<file path="src/ksa_pkg.sv">
// ----------------------------------------------------------------------------
// ksa_pkg: shared types and constants of the keyed slot allocator
// Field widths, hash and key constants, status codes and the request and
// response words passed between the sequencer and the slot table.
// ----------------------------------------------------------------------------
package ksa_pkg;

    localparam int CHAR_W    = 7;
    localparam int KEY_W     = 20;
    localparam int SLOT_W    = 5;
    localparam int STATUS_W  = 3;
    localparam int HASH_W    = 64;

    // djb2: h*33 = (h << 5) + h
    localparam int FOLD_SHIFT = 5;
    localparam logic [HASH_W-1:0] HASH_SEED = 64'd5381;

    localparam logic [KEY_W:0] KEY_MODULUS = 21'd1000000;

    // key = hash mod 1000000 by long division in 16-bit digits, a quotient
    // step then a remainder step per digit. 1000000 = 64 * 15625, so each digit
    // quotient is ((x >> 6) * ceil(2^44 / 15625)) >> 44, exact for x below 2^36.
    localparam int DIGIT_W     = 16;
    localparam int DIGITS      = HASH_W / DIGIT_W;
    localparam int X_W         = KEY_W + DIGIT_W;   // remainder:digit
    localparam int PRE_SHIFT   = 6;
    localparam int RECIP_W     = 31;
    localparam logic [RECIP_W-1:0] RECIP = 31'd1125899907;
    localparam int RECIP_SHIFT = 44;
    localparam int PROD_W      = X_W - PRE_SHIFT + RECIP_W;
    localparam int RED_STEPS   = 2 * DIGITS;
    localparam int RED_CNT_W   = $clog2(RED_STEPS);

    typedef enum logic {
        OP_PARK  = 1'b0,
        OP_LEAVE = 1'b1
    } t_op;

    typedef enum logic [STATUS_W-1:0] {
        ST_GRANTED   = 3'd0,
        ST_FULL      = 3'd1,
        ST_DUPLICATE = 3'd2,
        ST_RELEASED  = 3'd3,
        ST_UNKNOWN   = 3'd4
    } t_status;

    typedef struct packed {
        t_op              op;
        logic [KEY_W-1:0] key;
    } t_tbl_req;

    typedef struct packed {
        t_status           status;
        logic [SLOT_W-1:0] slot_number;
        logic [KEY_W-1:0]  issued_key;
    } t_tbl_rsp;

endpackage

</file>
<file path="src/ksa_if.sv">
// ----------------------------------------------------------------------------
// ksa_if: request and response channels
// Valid/ready channels; a word moves on a clock edge with valid and ready high.
// ----------------------------------------------------------------------------
interface ksa_req_if;
    logic                        valid;
    logic                        ready;
    logic                        op;
    logic [ksa_pkg::CHAR_W-1:0]  plate_char;
    logic                        plate_last;
    logic [ksa_pkg::KEY_W-1:0]   leave_key;

    modport source (output valid, output op, output plate_char, output plate_last,
                    output leave_key, input ready);
    modport sink   (input valid, input op, input plate_char, input plate_last,
                    input leave_key, output ready);
endinterface

interface ksa_rsp_if;
    logic                          valid;
    logic                          ready;
    logic [ksa_pkg::STATUS_W-1:0]  status;
    logic [ksa_pkg::SLOT_W-1:0]    slot_number;
    logic [ksa_pkg::KEY_W-1:0]     issued_key;

    modport source (output valid, output status, output slot_number,
                    output issued_key, input ready);
    modport sink   (input valid, input status, input slot_number,
                    input issued_key, output ready);
endinterface

</file>
<file path="src/ksa_hash.sv">
// ----------------------------------------------------------------------------
// ksa_hash: djb2 plate hash and key reduction
// Folds one character per word; on the last one the hash is reduced mod
// 1000000 by long division in 16-bit digits, a quotient and a remainder step each.
// ----------------------------------------------------------------------------
module ksa_hash (
    input  logic                        i_clk,
    input  logic                        i_rst_n,
    input  logic                        i_fold,
    input  logic [ksa_pkg::CHAR_W-1:0]  i_char,
    input  logic                        i_last,
    output logic                        o_key_valid,
    output logic [ksa_pkg::KEY_W-1:0]   o_key
);

    logic [ksa_pkg::HASH_W-1:0]    r_acc;
    logic [ksa_pkg::HASH_W-1:0]    r_work;
    logic [ksa_pkg::KEY_W-1:0]     r_rem;
    logic [ksa_pkg::X_W-1:0]       r_x;
    logic [ksa_pkg::DIGIT_W-1:0]   r_q;
    logic [ksa_pkg::RED_CNT_W-1:0] r_cnt;
    logic                          r_busy;
    logic                          r_key_valid;

    logic [ksa_pkg::HASH_W-1:0]    n_fold;
    logic [ksa_pkg::X_W-1:0]       n_x;
    logic [ksa_pkg::PROD_W-1:0]    n_prod;
    logic [ksa_pkg::DIGIT_W-1:0]   n_q;
    logic [ksa_pkg::KEY_W-1:0]     n_rem;

    // zero character adds nothing
    always_comb begin
        if (i_char != '0) begin
            n_fold = (r_acc << ksa_pkg::FOLD_SHIFT) + r_acc
                   + ksa_pkg::HASH_W'(i_char);
        end else begin
            n_fold = r_acc;
        end
    end

    // even step: next digit joins the remainder, quotient by reciprocal
    // odd step: remainder = x - q*1000000, always below the modulus
    always_comb begin
        n_x    = {r_rem, r_work[ksa_pkg::HASH_W-1 -: ksa_pkg::DIGIT_W]};
        n_prod = ksa_pkg::PROD_W'(n_x >> ksa_pkg::PRE_SHIFT)
               * ksa_pkg::PROD_W'(ksa_pkg::RECIP);
        n_q    = n_prod[ksa_pkg::RECIP_SHIFT +: ksa_pkg::DIGIT_W];
        n_rem  = ksa_pkg::KEY_W'(r_x - ksa_pkg::X_W'(r_q)
                                     * ksa_pkg::X_W'(ksa_pkg::KEY_MODULUS));
    end

    always_ff @(posedge i_clk) begin
        if (!i_rst_n) begin
            r_acc       <= ksa_pkg::HASH_SEED;
            r_busy      <= 1'b0;
            r_key_valid <= 1'b0;
            r_cnt       <= '0;
        end else begin
            r_key_valid <= 1'b0;
            if (i_fold) begin
                if (i_last) begin
                    r_acc  <= ksa_pkg::HASH_SEED;
                    r_work <= n_fold;
                    r_rem  <= '0;
                    r_cnt  <= '0;
                    r_busy <= 1'b1;
                end else begin
                    r_acc <= n_fold;
                end
            end else if (r_busy) begin
                r_cnt <= r_cnt + ksa_pkg::RED_CNT_W'(1);
                if (!r_cnt[0]) begin
                    r_x    <= n_x;
                    r_q    <= n_q;
                    r_work <= r_work << ksa_pkg::DIGIT_W;
                end else begin
                    r_rem <= n_rem;
                end
                if (r_cnt == ksa_pkg::RED_CNT_W'(ksa_pkg::RED_STEPS - 1)) begin
                    r_busy      <= 1'b0;
                    r_key_valid <= 1'b1;
                end
            end
        end
    end

    assign o_key_valid = r_key_valid;
    assign o_key       = r_rem;

endmodule

</file>
<file path="src/ksa_table.sv">
// ----------------------------------------------------------------------------
// ksa_table: slot table with scan and commit
// Keys sit in a synchronous memory, occupied marks in flops. A scan reads
// every slot once, noting the lowest free slot and the lowest matching key,
// then the commit state updates the table and forms the response.
// ----------------------------------------------------------------------------
module ksa_table #(
    parameter int SLOT_COUNT = 20
) (
    input  logic              i_clk,
    input  logic              i_rst_n,
    input  logic              i_start,
    input  ksa_pkg::t_tbl_req i_req,
    output logic              o_done,
    output ksa_pkg::t_tbl_rsp o_rsp
);

    localparam int IDX_W = (SLOT_COUNT > 1) ? $clog2(SLOT_COUNT) : 1;
    localparam int CNT_W = $clog2(SLOT_COUNT + 1);

    typedef enum logic [1:0] {
        S_IDLE,
        S_SCAN,
        S_COMMIT
    } t_state;

    t_state                     r_state;
    ksa_pkg::t_tbl_req          r_req;
    logic [SLOT_COUNT-1:0]      r_occ;
    logic [CNT_W-1:0]           r_rd_idx;
    logic                       r_cmp_vld;
    logic [IDX_W-1:0]           r_cmp_idx;
    logic [ksa_pkg::KEY_W-1:0]  r_rd_data;
    logic                       r_free_fnd;
    logic [IDX_W-1:0]           r_free_idx;
    logic                       r_match_fnd;
    logic [IDX_W-1:0]           r_match_idx;
    logic                       r_done;
    ksa_pkg::t_tbl_rsp          r_rsp;

    logic [ksa_pkg::KEY_W-1:0]  r_key_mem [SLOT_COUNT];

    logic                       rd_en;
    logic                       cmp_occ;
    logic                       hit_free;
    logic                       hit_match;
    logic                       grant;
    logic                       mem_we;
    logic [ksa_pkg::SLOT_W-1:0] free_slot_no;
    logic [ksa_pkg::SLOT_W-1:0] match_slot_no;

    always_comb begin
        rd_en     = (r_state == S_SCAN) && (r_rd_idx < CNT_W'(SLOT_COUNT));
        cmp_occ   = r_occ[r_cmp_idx];
        hit_free  = r_cmp_vld && !cmp_occ && !r_free_fnd;
        hit_match = r_cmp_vld && cmp_occ && (r_rd_data == r_req.key) && !r_match_fnd;
        grant     = (r_req.op == ksa_pkg::OP_PARK) && r_free_fnd && !r_match_fnd;
        mem_we    = (r_state == S_COMMIT) && grant;
        // one-based, wrapped to the field width
        free_slot_no  = ksa_pkg::SLOT_W'(CNT_W'(r_free_idx) + CNT_W'(1));
        match_slot_no = ksa_pkg::SLOT_W'(CNT_W'(r_match_idx) + CNT_W'(1));
    end

    // key store; a free slot's key is never looked at
    always_ff @(posedge i_clk) begin
        if (mem_we) begin
            r_key_mem[r_free_idx] <= r_req.key;
        end
        if (rd_en) begin
            r_rd_data <= r_key_mem[r_rd_idx[IDX_W-1:0]];
        end
    end

    always_ff @(posedge i_clk) begin
        if (!i_rst_n) begin
            r_state   <= S_IDLE;
            r_occ     <= '0;
            r_cmp_vld <= 1'b0;
            r_done    <= 1'b0;
        end else begin
            r_done <= 1'b0;
            unique case (r_state)
                S_IDLE: begin
                    if (i_start) begin
                        r_req       <= i_req;
                        r_rd_idx    <= '0;
                        r_cmp_vld   <= 1'b0;
                        r_free_fnd  <= 1'b0;
                        r_match_fnd <= 1'b0;
                        r_state     <= S_SCAN;
                    end
                end
                S_SCAN: begin
                    r_cmp_vld <= rd_en;
                    r_cmp_idx <= r_rd_idx[IDX_W-1:0];
                    if (rd_en) begin
                        r_rd_idx <= r_rd_idx + 1'b1;
                    end
                    if (hit_free) begin
                        r_free_fnd <= 1'b1;
                        r_free_idx <= r_cmp_idx;
                    end
                    if (hit_match) begin
                        r_match_fnd <= 1'b1;
                        r_match_idx <= r_cmp_idx;
                    end
                    if (!rd_en && !r_cmp_vld) begin
                        r_state <= S_COMMIT;
                    end
                end
                S_COMMIT: begin
                    r_done  <= 1'b1;
                    r_state <= S_IDLE;
                    priority if (r_req.op == ksa_pkg::OP_PARK && !r_free_fnd) begin
                        r_rsp.status      <= ksa_pkg::ST_FULL;
                        r_rsp.slot_number <= '0;
                        r_rsp.issued_key  <= '0;
                    end else if (r_req.op == ksa_pkg::OP_PARK && r_match_fnd) begin
                        r_rsp.status      <= ksa_pkg::ST_DUPLICATE;
                        r_rsp.slot_number <= '0;
                        r_rsp.issued_key  <= r_req.key;
                    end else if (r_req.op == ksa_pkg::OP_PARK) begin
                        r_occ[r_free_idx] <= 1'b1;
                        r_rsp.status      <= ksa_pkg::ST_GRANTED;
                        r_rsp.slot_number <= free_slot_no;
                        r_rsp.issued_key  <= r_req.key;
                    end else if (r_match_fnd) begin
                        r_occ[r_match_idx] <= 1'b0;
                        r_rsp.status       <= ksa_pkg::ST_RELEASED;
                        r_rsp.slot_number  <= match_slot_no;
                        r_rsp.issued_key   <= '0;
                    end else begin
                        r_rsp.status      <= ksa_pkg::ST_UNKNOWN;
                        r_rsp.slot_number <= '0;
                        r_rsp.issued_key  <= '0;
                    end
                end
                default: begin
                    r_state <= S_IDLE;
                end
            endcase
        end
    end

    assign o_done = r_done;
    assign o_rsp  = r_rsp;

endmodule

</file>
<file path="src/keyed_slot_allocator.sv">
// ----------------------------------------------------------------------------
// keyed_slot_allocator: hashed-key slot allocator
// Response: a plate character that is not last gives none; a leave word
//   gives one after the slot scan, the last plate character one after the
//   mod 1000000 reduction and the slot scan.
// Throughput: one request at a time, set by the slot scan (one memory read a
//   cycle) and the digit-by-digit key reduction; a response waiting on the
//   output does not block the next request.
// Reset: synchronous, active low; every slot free, hash at its seed value.
// ----------------------------------------------------------------------------
module keyed_slot_allocator #(
    parameter int SLOT_COUNT = 20
) (
    input  logic       i_clk,
    input  logic       i_rst_n,
    ksa_req_if.sink    i_req,
    ksa_rsp_if.source  o_rsp
);

    // Flow
    //  - Each plate character word is folded into the djb2 hash at once.
    //  - The last character starts the key reduction; the key then drives
    //    a table scan. A leave word starts the scan straight away.
    //  - The table result goes to the output register, or, if a previous
    //    word is still waiting there, into a pending register.
    // Requests are taken only in S_IDLE.

    typedef enum logic [1:0] {
        S_IDLE,
        S_HASH,
        S_SCAN,
        S_PEND
    } t_state;

    t_state                     r_state;
    logic                       r_out_valid;
    ksa_pkg::t_tbl_rsp          r_out;
    ksa_pkg::t_tbl_rsp          r_pend;

    logic                       req_acc;
    logic                       req_leave;
    logic                       out_free;
    logic                       out_load;
    logic                       hash_fold;
    logic                       hash_key_vld;
    logic [ksa_pkg::KEY_W-1:0]  hash_key;
    logic                       tbl_start;
    ksa_pkg::t_tbl_req          tbl_req;
    logic                       tbl_done;
    ksa_pkg::t_tbl_rsp          tbl_rsp;

    always_comb begin
        req_acc   = i_req.valid && (r_state == S_IDLE);
        req_leave = (i_req.op == ksa_pkg::OP_LEAVE);
        // output register can take a word this cycle
        out_free  = !r_out_valid || o_rsp.ready;
        // a result word moves into the output register
        out_load  = ((r_state == S_SCAN) && tbl_done && out_free)
                 || ((r_state == S_PEND) && out_free);
        hash_fold = req_acc && !req_leave;
        tbl_start = (req_acc && req_leave) || ((r_state == S_HASH) && hash_key_vld);
        tbl_req.op  = (r_state == S_HASH) ? ksa_pkg::OP_PARK : ksa_pkg::OP_LEAVE;
        tbl_req.key = (r_state == S_HASH) ? hash_key : i_req.leave_key;
    end

    ksa_hash u_hash (
        .i_clk       (i_clk),
        .i_rst_n     (i_rst_n),
        .i_fold      (hash_fold),
        .i_char      (i_req.plate_char),
        .i_last      (i_req.plate_last),
        .o_key_valid (hash_key_vld),
        .o_key       (hash_key)
    );

    ksa_table #(
        .SLOT_COUNT (SLOT_COUNT)
    ) u_table (
        .i_clk   (i_clk),
        .i_rst_n (i_rst_n),
        .i_start (tbl_start),
        .i_req   (tbl_req),
        .o_done  (tbl_done),
        .o_rsp   (tbl_rsp)
    );

    always_ff @(posedge i_clk) begin
        if (!i_rst_n) begin
            r_state     <= S_IDLE;
            r_out_valid <= 1'b0;
        end else begin
            if (out_load) begin
                r_out_valid <= 1'b1;
            end else if (o_rsp.ready) begin
                r_out_valid <= 1'b0;
            end
            unique case (r_state)
                S_IDLE: begin
                    if (req_acc) begin
                        if (req_leave) begin
                            r_state <= S_SCAN;
                        end else if (i_req.plate_last) begin
                            r_state <= S_HASH;
                        end
                    end
                end
                S_HASH: begin
                    if (hash_key_vld) begin
                        r_state <= S_SCAN;
                    end
                end
                S_SCAN: begin
                    if (tbl_done) begin
                        if (out_free) begin
                            r_out   <= tbl_rsp;
                            r_state <= S_IDLE;
                        end else begin
                            r_pend  <= tbl_rsp;
                            r_state <= S_PEND;
                        end
                    end
                end
                S_PEND: begin
                    if (out_free) begin
                        r_out   <= r_pend;
                        r_state <= S_IDLE;
                    end
                end
                default: begin
                    r_state <= S_IDLE;
                end
            endcase
        end
    end

    assign i_req.ready       = (r_state == S_IDLE);
    assign o_rsp.valid       = r_out_valid;
    assign o_rsp.status      = r_out.status;
    assign o_rsp.slot_number = r_out.slot_number;
    assign o_rsp.issued_key  = r_out.issued_key;

    // key only arrives while the sequencer waits for it
    a_key_in_hash: assert property (@(posedge i_clk) disable iff (!i_rst_n)
        hash_key_vld |-> (r_state == S_HASH))
        else $error("hash key outside hash wait");

    // table finishes only while a scan is outstanding
    a_done_in_scan: assert property (@(posedge i_clk) disable iff (!i_rst_n)
        tbl_done |-> (r_state == S_SCAN))
        else $error("table done outside scan");

    // a pending word exists only behind a full output register
    a_pend_blocked: assert property (@(posedge i_clk) disable iff (!i_rst_n)
        (r_state == S_PEND) |-> r_out_valid)
        else $error("pending word with free output");

    // issued keys are reduced
    a_key_range: assert property (@(posedge i_clk) disable iff (!i_rst_n)
        r_out_valid |-> ({1'b0, r_out.issued_key} < ksa_pkg::KEY_MODULUS))
        else $error("issued key out of range");

endmodule

</file>
<file path="src/flat_wrapper.sv">
// flat-port wrapper written by rule: the top's interface ports become plain ports
module keyed_slot_allocator_flat 
#(
    parameter int SLOT_COUNT = 20
)
  (i_clk, i_rst_n, i_req_valid, i_req_op, i_req_plate_char, i_req_plate_last, i_req_leave_key, i_req_ready, o_rsp_valid, o_rsp_status, o_rsp_slot_number, o_rsp_issued_key, o_rsp_ready);
  ksa_req_if i_req_i ();
  ksa_rsp_if o_rsp_i ();
  input  logic i_clk;
  input  logic i_rst_n;
  input wire logic [$bits(i_req_i.valid)-1:0] i_req_valid;
  input wire logic [$bits(i_req_i.op)-1:0] i_req_op;
  input wire logic [$bits(i_req_i.plate_char)-1:0] i_req_plate_char;
  input wire logic [$bits(i_req_i.plate_last)-1:0] i_req_plate_last;
  input wire logic [$bits(i_req_i.leave_key)-1:0] i_req_leave_key;
  output wire logic [$bits(i_req_i.ready)-1:0] i_req_ready;
  output wire logic [$bits(o_rsp_i.valid)-1:0] o_rsp_valid;
  output wire logic [$bits(o_rsp_i.status)-1:0] o_rsp_status;
  output wire logic [$bits(o_rsp_i.slot_number)-1:0] o_rsp_slot_number;
  output wire logic [$bits(o_rsp_i.issued_key)-1:0] o_rsp_issued_key;
  input wire logic [$bits(o_rsp_i.ready)-1:0] o_rsp_ready;
  assign i_req_i.valid = i_req_valid;
  assign i_req_i.op = i_req_op;
  assign i_req_i.plate_char = i_req_plate_char;
  assign i_req_i.plate_last = i_req_plate_last;
  assign i_req_i.leave_key = i_req_leave_key;
  assign i_req_ready = i_req_i.ready;
  assign o_rsp_valid = o_rsp_i.valid;
  assign o_rsp_status = o_rsp_i.status;
  assign o_rsp_slot_number = o_rsp_i.slot_number;
  assign o_rsp_issued_key = o_rsp_i.issued_key;
  assign o_rsp_i.ready = o_rsp_ready;
  keyed_slot_allocator #(.SLOT_COUNT(SLOT_COUNT)) u_core (.i_clk(i_clk), .i_rst_n(i_rst_n), .i_req(i_req_i), .o_rsp(o_rsp_i));
endmodule
</file>
<file path="config.mk">
export PLATFORM = sky130hd
export DESIGN_NAME = keyed_slot_allocator_flat
export DESIGN_NICKNAME = d
export VERILOG_FILES = /design/src/ksa_pkg.sv /design/src/ksa_if.sv /design/src/ksa_hash.sv /design/src/ksa_table.sv /design/src/keyed_slot_allocator.sv /design/src/flat_wrapper.sv
export SDC_FILE = /design/constraint.sdc
export NUM_CORES = 2
export LEC_CHECK = 0
export BUFFER_PORTS_ARGS = -buffer_cell sky130_fd_sc_hd__buf_2
export CAP_MARGIN = 20
export CORE_UTILIZATION = 40
export DETAILED_ROUTE_END_ITERATION = 16
export RECOVER_POWER = 50
export SYNTH_ARGS = -nofsm -noshare
export SYNTH_HDL_FRONTEND = slang
export SYNTH_SLANG_ARGS = --single-unit
</file>
<file path="constraint.sdc">
create_clock -name i_clk -period 9.54 [get_ports i_clk]
set_input_delay 1.908 -clock i_clk [delete_from_list [all_inputs] [get_ports i_clk]]
set_output_delay 1.908 -clock i_clk [all_outputs]
set_load 0.02 [all_outputs]
</file>
* After elaboration in Yosys (flattened, before gate mapping)
Memories as Yosys holds them, arrays and structs flattened. A register that Yosys moved wholly into a read port is not among the register bits. Index checks and enable logic that the tools add are counted.
Word-level totals: register bits 343, RAM bits 400, logic and storage cells 200, output and inout bits 30, bits in read-only memories 0, memories 1, bits in latches 0
Operators by class: multiplexer cells 60, equal/unequal tests 21, bitwise operators 11, shift-type cells 0, add/sub/neg operators 7, reductions and logical operators 60, div/mod/pow operators 0, $mul 2, magnitude comparators 6
Memories:
- u_core.u_table.r_key_mem | depth 20, width 20, rd ports 1, clocked after Yosys merged registers in 1, wr ports 1, line ksa_table.sv:41 | logic [ksa_pkg::KEY_W-1:0] r_key_mem [SLOT_COUNT];
Operator list (number):
- $mux W64 | 6
- $mux W20 | 7
- $mux W28 | 4
- $add A64 B64 Y64 | 1
- $add A64 B7 Y64 | 1
- $mul A30 B31 Y60 const B | 1
- $pmux W28 S2 | 1
- $mux W27 | 2
- $reduce_and A4 Y1 | 8
- $logic_and A1 B1 Y1 | 21
- $and A20 B20 Y20 | 1
- $eq A20 B20 Y1 | 1
- $not A20 Y20 | 1
- $or A20 B20 Y20 | 1
- $sub A20 B20 Y20 | 1
- $lt A5 B6 Y1 const B | 3
- $mux W2 | 9
- $mux W1 | 17
- $mul A16 B14 Y14 const B | 1
- $add A5 B1 Y5 const B | 3
- $ne A2 B1 Y1 const B | 7
- $ne A2 B2 Y1 const B | 6
- $demux W1 S5 | 2
- $ge A5 B1 Y1 const B | 2
- 24 further kinds | 60

* Depth between registers and ports, before layout
word-level depth 8, depth in mapped cells 28

* Modules after synthesis
Synthesis repeated with hierarchy kept, for this count alone.
Second synthesis, totals: cell total of the unflattened synthesis 3729, area, all modules 48589.1 µm²
Modules (own cells, without submodules):
- ksa_hash | area each 26140.1 µm², cells each 2668, times used 1, sequential area each 4924.7 µm²
- ksa_table | area each 19870.3 µm², cells each 920, times used 1, sequential area each 15224.6 µm²
- keyed_slot_allocator | area each 2578.7 µm², cells each 141, times used 1, sequential area each 1741.7 µm²

* Worst setup path before layout
No wires, ideal clock.
path type reg2reg, start register u_core.u_hash.r_work[58] (netlist name), end register u_core.u_hash.r_q[13] (netlist name) (data pin), arrival time 6.851 ns, buffers on the path 0, required time 9.280 ns, cell stages (with the launch flop) 27, library setup time 0.260 ns, period minus slack after synthesis 7.111 ns, setup slack 2.429 ns, path through edfxtp_1 > inv_1 > fa_1 > inv_1 > fa_1 > inv_1 > fa_1 > fa_1 > inv_1 > fa_1 > fa_1 > fa_1 > inv_1 > fa_1 > inv_1 > ha_1 > a21o_1 > a31oi_1 > o21a_1 > o31ai_1 > o31ai_1 > a41oi_1 > o211ai_1 > a21oi_1 > o21ai_0 > nor2b_1 > xnor2_1
On the way: word-level cells in the longest chain between the ends 1
RTL lines:
- start, declared | line ksa_hash.sv:17 | logic [ksa_pkg::HASH_W-1:0] r_work;
- start signal, assigned | line ksa_hash.sv:63 | r_work <= n_fold;
- start signal, assigned | line ksa_hash.sv:75 | r_work <= r_work << ksa_pkg::DIGIT_W;
- $mul A30 B31 Y60 | line ksa_hash.sv:46 | * ksa_pkg::PROD_W'(ksa_pkg::RECIP);
- via u_core.u_hash.n_prod, one bit | line ksa_hash.sv:27 | logic [ksa_pkg::PROD_W-1:0] n_prod;
- end signal, assigned | line ksa_hash.sv:74 | r_q <= n_q;
- end, declared | line ksa_hash.sv:20 | logic [ksa_pkg::DIGIT_W-1:0] r_q;
The timed path passes the listed nets, and every way through them passes these cells. A chain may end at the register's enable or synchronous reset.

* Worst setup path in the final report
start register u_core.u_hash.r_rem (netlist bit u_core.u_hash.o_key[3]), end register u_core.u_hash.r_q[13] (netlist name) (data pin)
On the way: word-level cells in the longest chain between the ends 1
RTL lines:
- start, declared | line ksa_hash.sv:18 | logic [ksa_pkg::KEY_W-1:0] r_rem;
- start signal, assigned | line ksa_hash.sv:77 | r_rem <= n_rem;
- $mul A30 B31 Y60 | line ksa_hash.sv:46
- via u_core.u_hash.n_prod, one bit | line ksa_hash.sv:27
The timed path passes the listed nets, and every way through them passes these cells.

==> impl_metrics.tcl <==
set metrics [dict create \
    violations "max-capacitance violations, max-slew violations" \
    crit_path_max_fanout 6 \
    fmax_ghz 0.125 \
    cts_hold_buffers 0 \
    hp-class "reg -> reg" \
    synth-seq-cells 761 \
    cts_buffers 82 \
    criticalPathCategory "reg -> reg" \
    fin_crit_sh_pct 84.0 \
    clock_path_buffers 3 \
    area_delta_synth_final_pct 10.2 \
    post-dp-hpwl_um 90800 \
    route.vias.total 29200 \
    clock_sinks 761 \
    grt_pass1_vias 30100 \
    setup_viol 0 \
    dieArea_sq_um 122000 \
    grt_max_degree 103 \
    clk_pin_slew_ps 70 \
    drtIter0Drc 2328 \
    min_delay_path_depth 0 \
    avgSynthCellArea_sq_um 13.0 \
    rows 126 \
    post_dp_cell_area_sq_um 50400 \
    ys_warn_count 0 \
    hold_end "u_core.u_hash.r_x[3]$_DFFE_PP_" \
    synth_cell_type_count 85 \
    drc 0 \
    required_ps 9960 \
    rsz0062_at_grt "no" \
    clock_latency_ps 690 \
    finalHoldViolations 0 \
    groute.usage.overall_pct 20.6 \
    clock_skew_ps 67.9 \
    reg2reg_to "u_core.u_hash.r_q[13]$_DFFE_PP_" \
    cts-htree-levels 3 \
    syn_area_sq_um 48100 \
    initial_core_util_pct 40.5 \
    yosysSeqAreaShare_pct 45.5 \
    r2r_start "u_core.u_hash.o_key[3]$_SDFFCE_PP0P_" \
    layout-drive-gt1-share_pct 11.2 \
    rr_worst_depth 24 \
    die_h_um 349 \
    io_pins 63 \
    grt_overflow_total 0 \
    dr.pass1.iters 7 \
    routed_via_density 5.37 \
    ctsResizeCount 0 \
    worst-r2r-setup-slack_ps 1520 \
    synthFlopType "edfxtp_1" \
    async_flop_share_pct 0 \
    fillCellCount 10800 \
    period_needed_ps 8020 \
    crit_arrival_ps 8430 \
    status "finished with violations" \
    min_from "u_core.u_hash.r_work[51]$_DFFE_PP_" \
    antenna_left 0 \
    postRouteWirelength_um 124000 \
    core_area_sq_um 119000 \
    place.gp.congestion 0.947 \
    nNetsFinal 4614 \
    synth_fp_nets 4540 \
    synth_edf_count 665 \
    antenna_found_initial 5 \
    netlist_instances 3691 \
    fin_area_sq_um 53000 \
    relSlewSlack_pct -142 \
    finalSetupTns_ps 0 \
    end_kind "flip-flop" \
    portBuffers 62 \
    post-cts-setup-buffers 0 \
    die-width_um 349 \
    grt_first_pass_wirelength_um 187000 \
    cp-start-kind "flip-flop" \
    cts_tree "done" \
    post_drt_wl_per_cell_um 22.8 \
    cts_root_buffer "clkbuf_16" \
    max-cap-violations 12 \
    drv_slew 438 \
    worst_slew_pin_slew_ps 3630 \
]
## state kept, by name, summed over array words and instances (netlist names), 21 cells and up
register                  flops
u_core.u_table.r_key_mem    400
u_core.u_table.o_rsp         28
u_core.u_table.r_req         21
u_core.r_pend                28
u_core.u_hash.r_work         64
u_core.u_hash.r_acc          64
## critical path: stages, from the launching register on
cell      delay [ps]
edfxtp_1         710
inv_1            290
fa_1             520
fa_1             560
inv_1             80
fa_1             400
fa_1             550
inv_1             50
fa_1             530
inv_1             50
fa_1             450
fa_1             510
fa_1             420
ha_1             320
a21oi_1          130
o21ai_0          150
a221oi_1         280
a21oi_1          150
o31ai_1          540
a41oi_1          240
o211ai_1         250
a21oi_1          130
o21ai_0          200
nor2b_1          180
xnor2_1           70
## how the worst max path moves through the flow
stage,end,slack [ps],depth (start not counted),from
final,u_core.u_hash.r_q[13]$_DFFE_PP_,1520,24,u_core.u_hash.o_key[3]$_SDFFCE_PP0P_
after global routing,u_core.u_hash.r_q[13]$_DFFE_PP_,1050,24,u_core.u_hash.o_key[2]$_SDFFCE_PP0P_
after CTS,u_core.u_hash.r_q[13]$_DFFE_PP_,1530,26,u_core.u_hash.o_key[2]$_SDFFCE_PP0P_
after detailed placement,u_core.u_hash.r_q[13]$_DFFE_PP_,1520,24,u_core.u_hash.r_work[60]$_DFFE_PP_
after global placement,u_core.u_hash.r_q[13]$_DFFE_PP_,1450,24,u_core.u_hash.o_key[3]$_SDFFCE_PP0P_
after floorplan,u_core.u_hash.r_q[13]$_DFFE_PP_,2430,26,u_core.u_hash.r_work[58]$_DFFE_PP_
## synthesized netlist by cell type, types with 7 or more instances
master     count  share of area, %
edfxtp_1     665                42
inv_1        506               3.9
ha_1         496                13
fa_1         320                13
nand2_1      212               1.7
nor2_1       178               1.4
a21oi_1      153               1.6
mux4_2       125               5.9
o21ai_0      107               1.1
dfxtp_1       96               4.0
xnor2_1       85               1.5
clkbuf_1      77              0.60
mux2_2        58               1.4
nand3_1       54              0.56
a21o_1        53              0.83
xor2_1        43              0.78
o21a_1        38              0.59
nand4_1       35              0.46
a31oi_1       31              0.40
and2_1        31              0.40
a22oi_1       27              0.42
nor3_1        24              0.25
nor2b_1       22              0.29
buf_1         19              0.15
o21bai_1      16              0.25
a22o_1        15              0.27
nand2b_1      11              0.14
a211oi_1      10              0.16
nor4_1         9              0.12
o211ai_1       9              0.14
o221a_2        9              0.21
o31ai_1        9              0.14
a211o_1        8              0.15
or3_1          8              0.10
a21boi_0       7              0.11
a2bb2oi_1      7              0.13
and3_1         7             0.091
buf_4          7              0.11
or2_2          7             0.091
## placed cells by master (no fill, tap or decap), types with 85 or more instances in the layout
master	instances
fa_1	320
nand2_1	211
a21oi_1	152
edfxtp_1	665
nor2_1	155
mux4_2	125
inv_1	505
ha_1	496
dfxtp_1	96
o21ai_0	106
xnor2_1	85
## cell families after synthesis
family / after synthesis / share of synthesized area, %
compound gates: 561 / 7.73
xor+xnor: 128 / 2.33
fa+ha+maj: 816 / 26.2
buf+inv: 619 / 5.04
flops: 761 / 45.5
mux: 186 / 7.27
simple gates: 620 / 5.91
## stage by stage
step	hold slack, ps	cells	utilization (%)	setup slack, ps
global route	433	5434	44.6	1050
detailed placement	406	5281	42.4	1520
CTS	418	5434	44.8	1530
finish	416	5436	44.7	1520
global placement	401	5281	42.4	1450
floorplan	400	3691	-	2430
## routing by layer
layer	up-vias	GRT usage [%]	routed length (um)
li1	13400	-	-
met1	14700	28.5	54200
met2	909	33.7	58600
met3	156	2.96	7690
met4	6	5.93	3210
met5	-	0	41
## layout make-up
type	count	area (sq um)	area share (%)
clock buffers	104	2190	4.12
repair buffers	103	529	0.998
inverters	506	1900	3.58
clock inverters	49	564	1.06
well taps	1600	2000	3.78
diodes	2	5.00	0.00944
multi-input cells	2311	23900	45.1
flip-flops and latches	761	21900	41.3
Power is not shown: default switching activity piles up to over one toggle a cycle in this logic, so the estimate is an artifact.
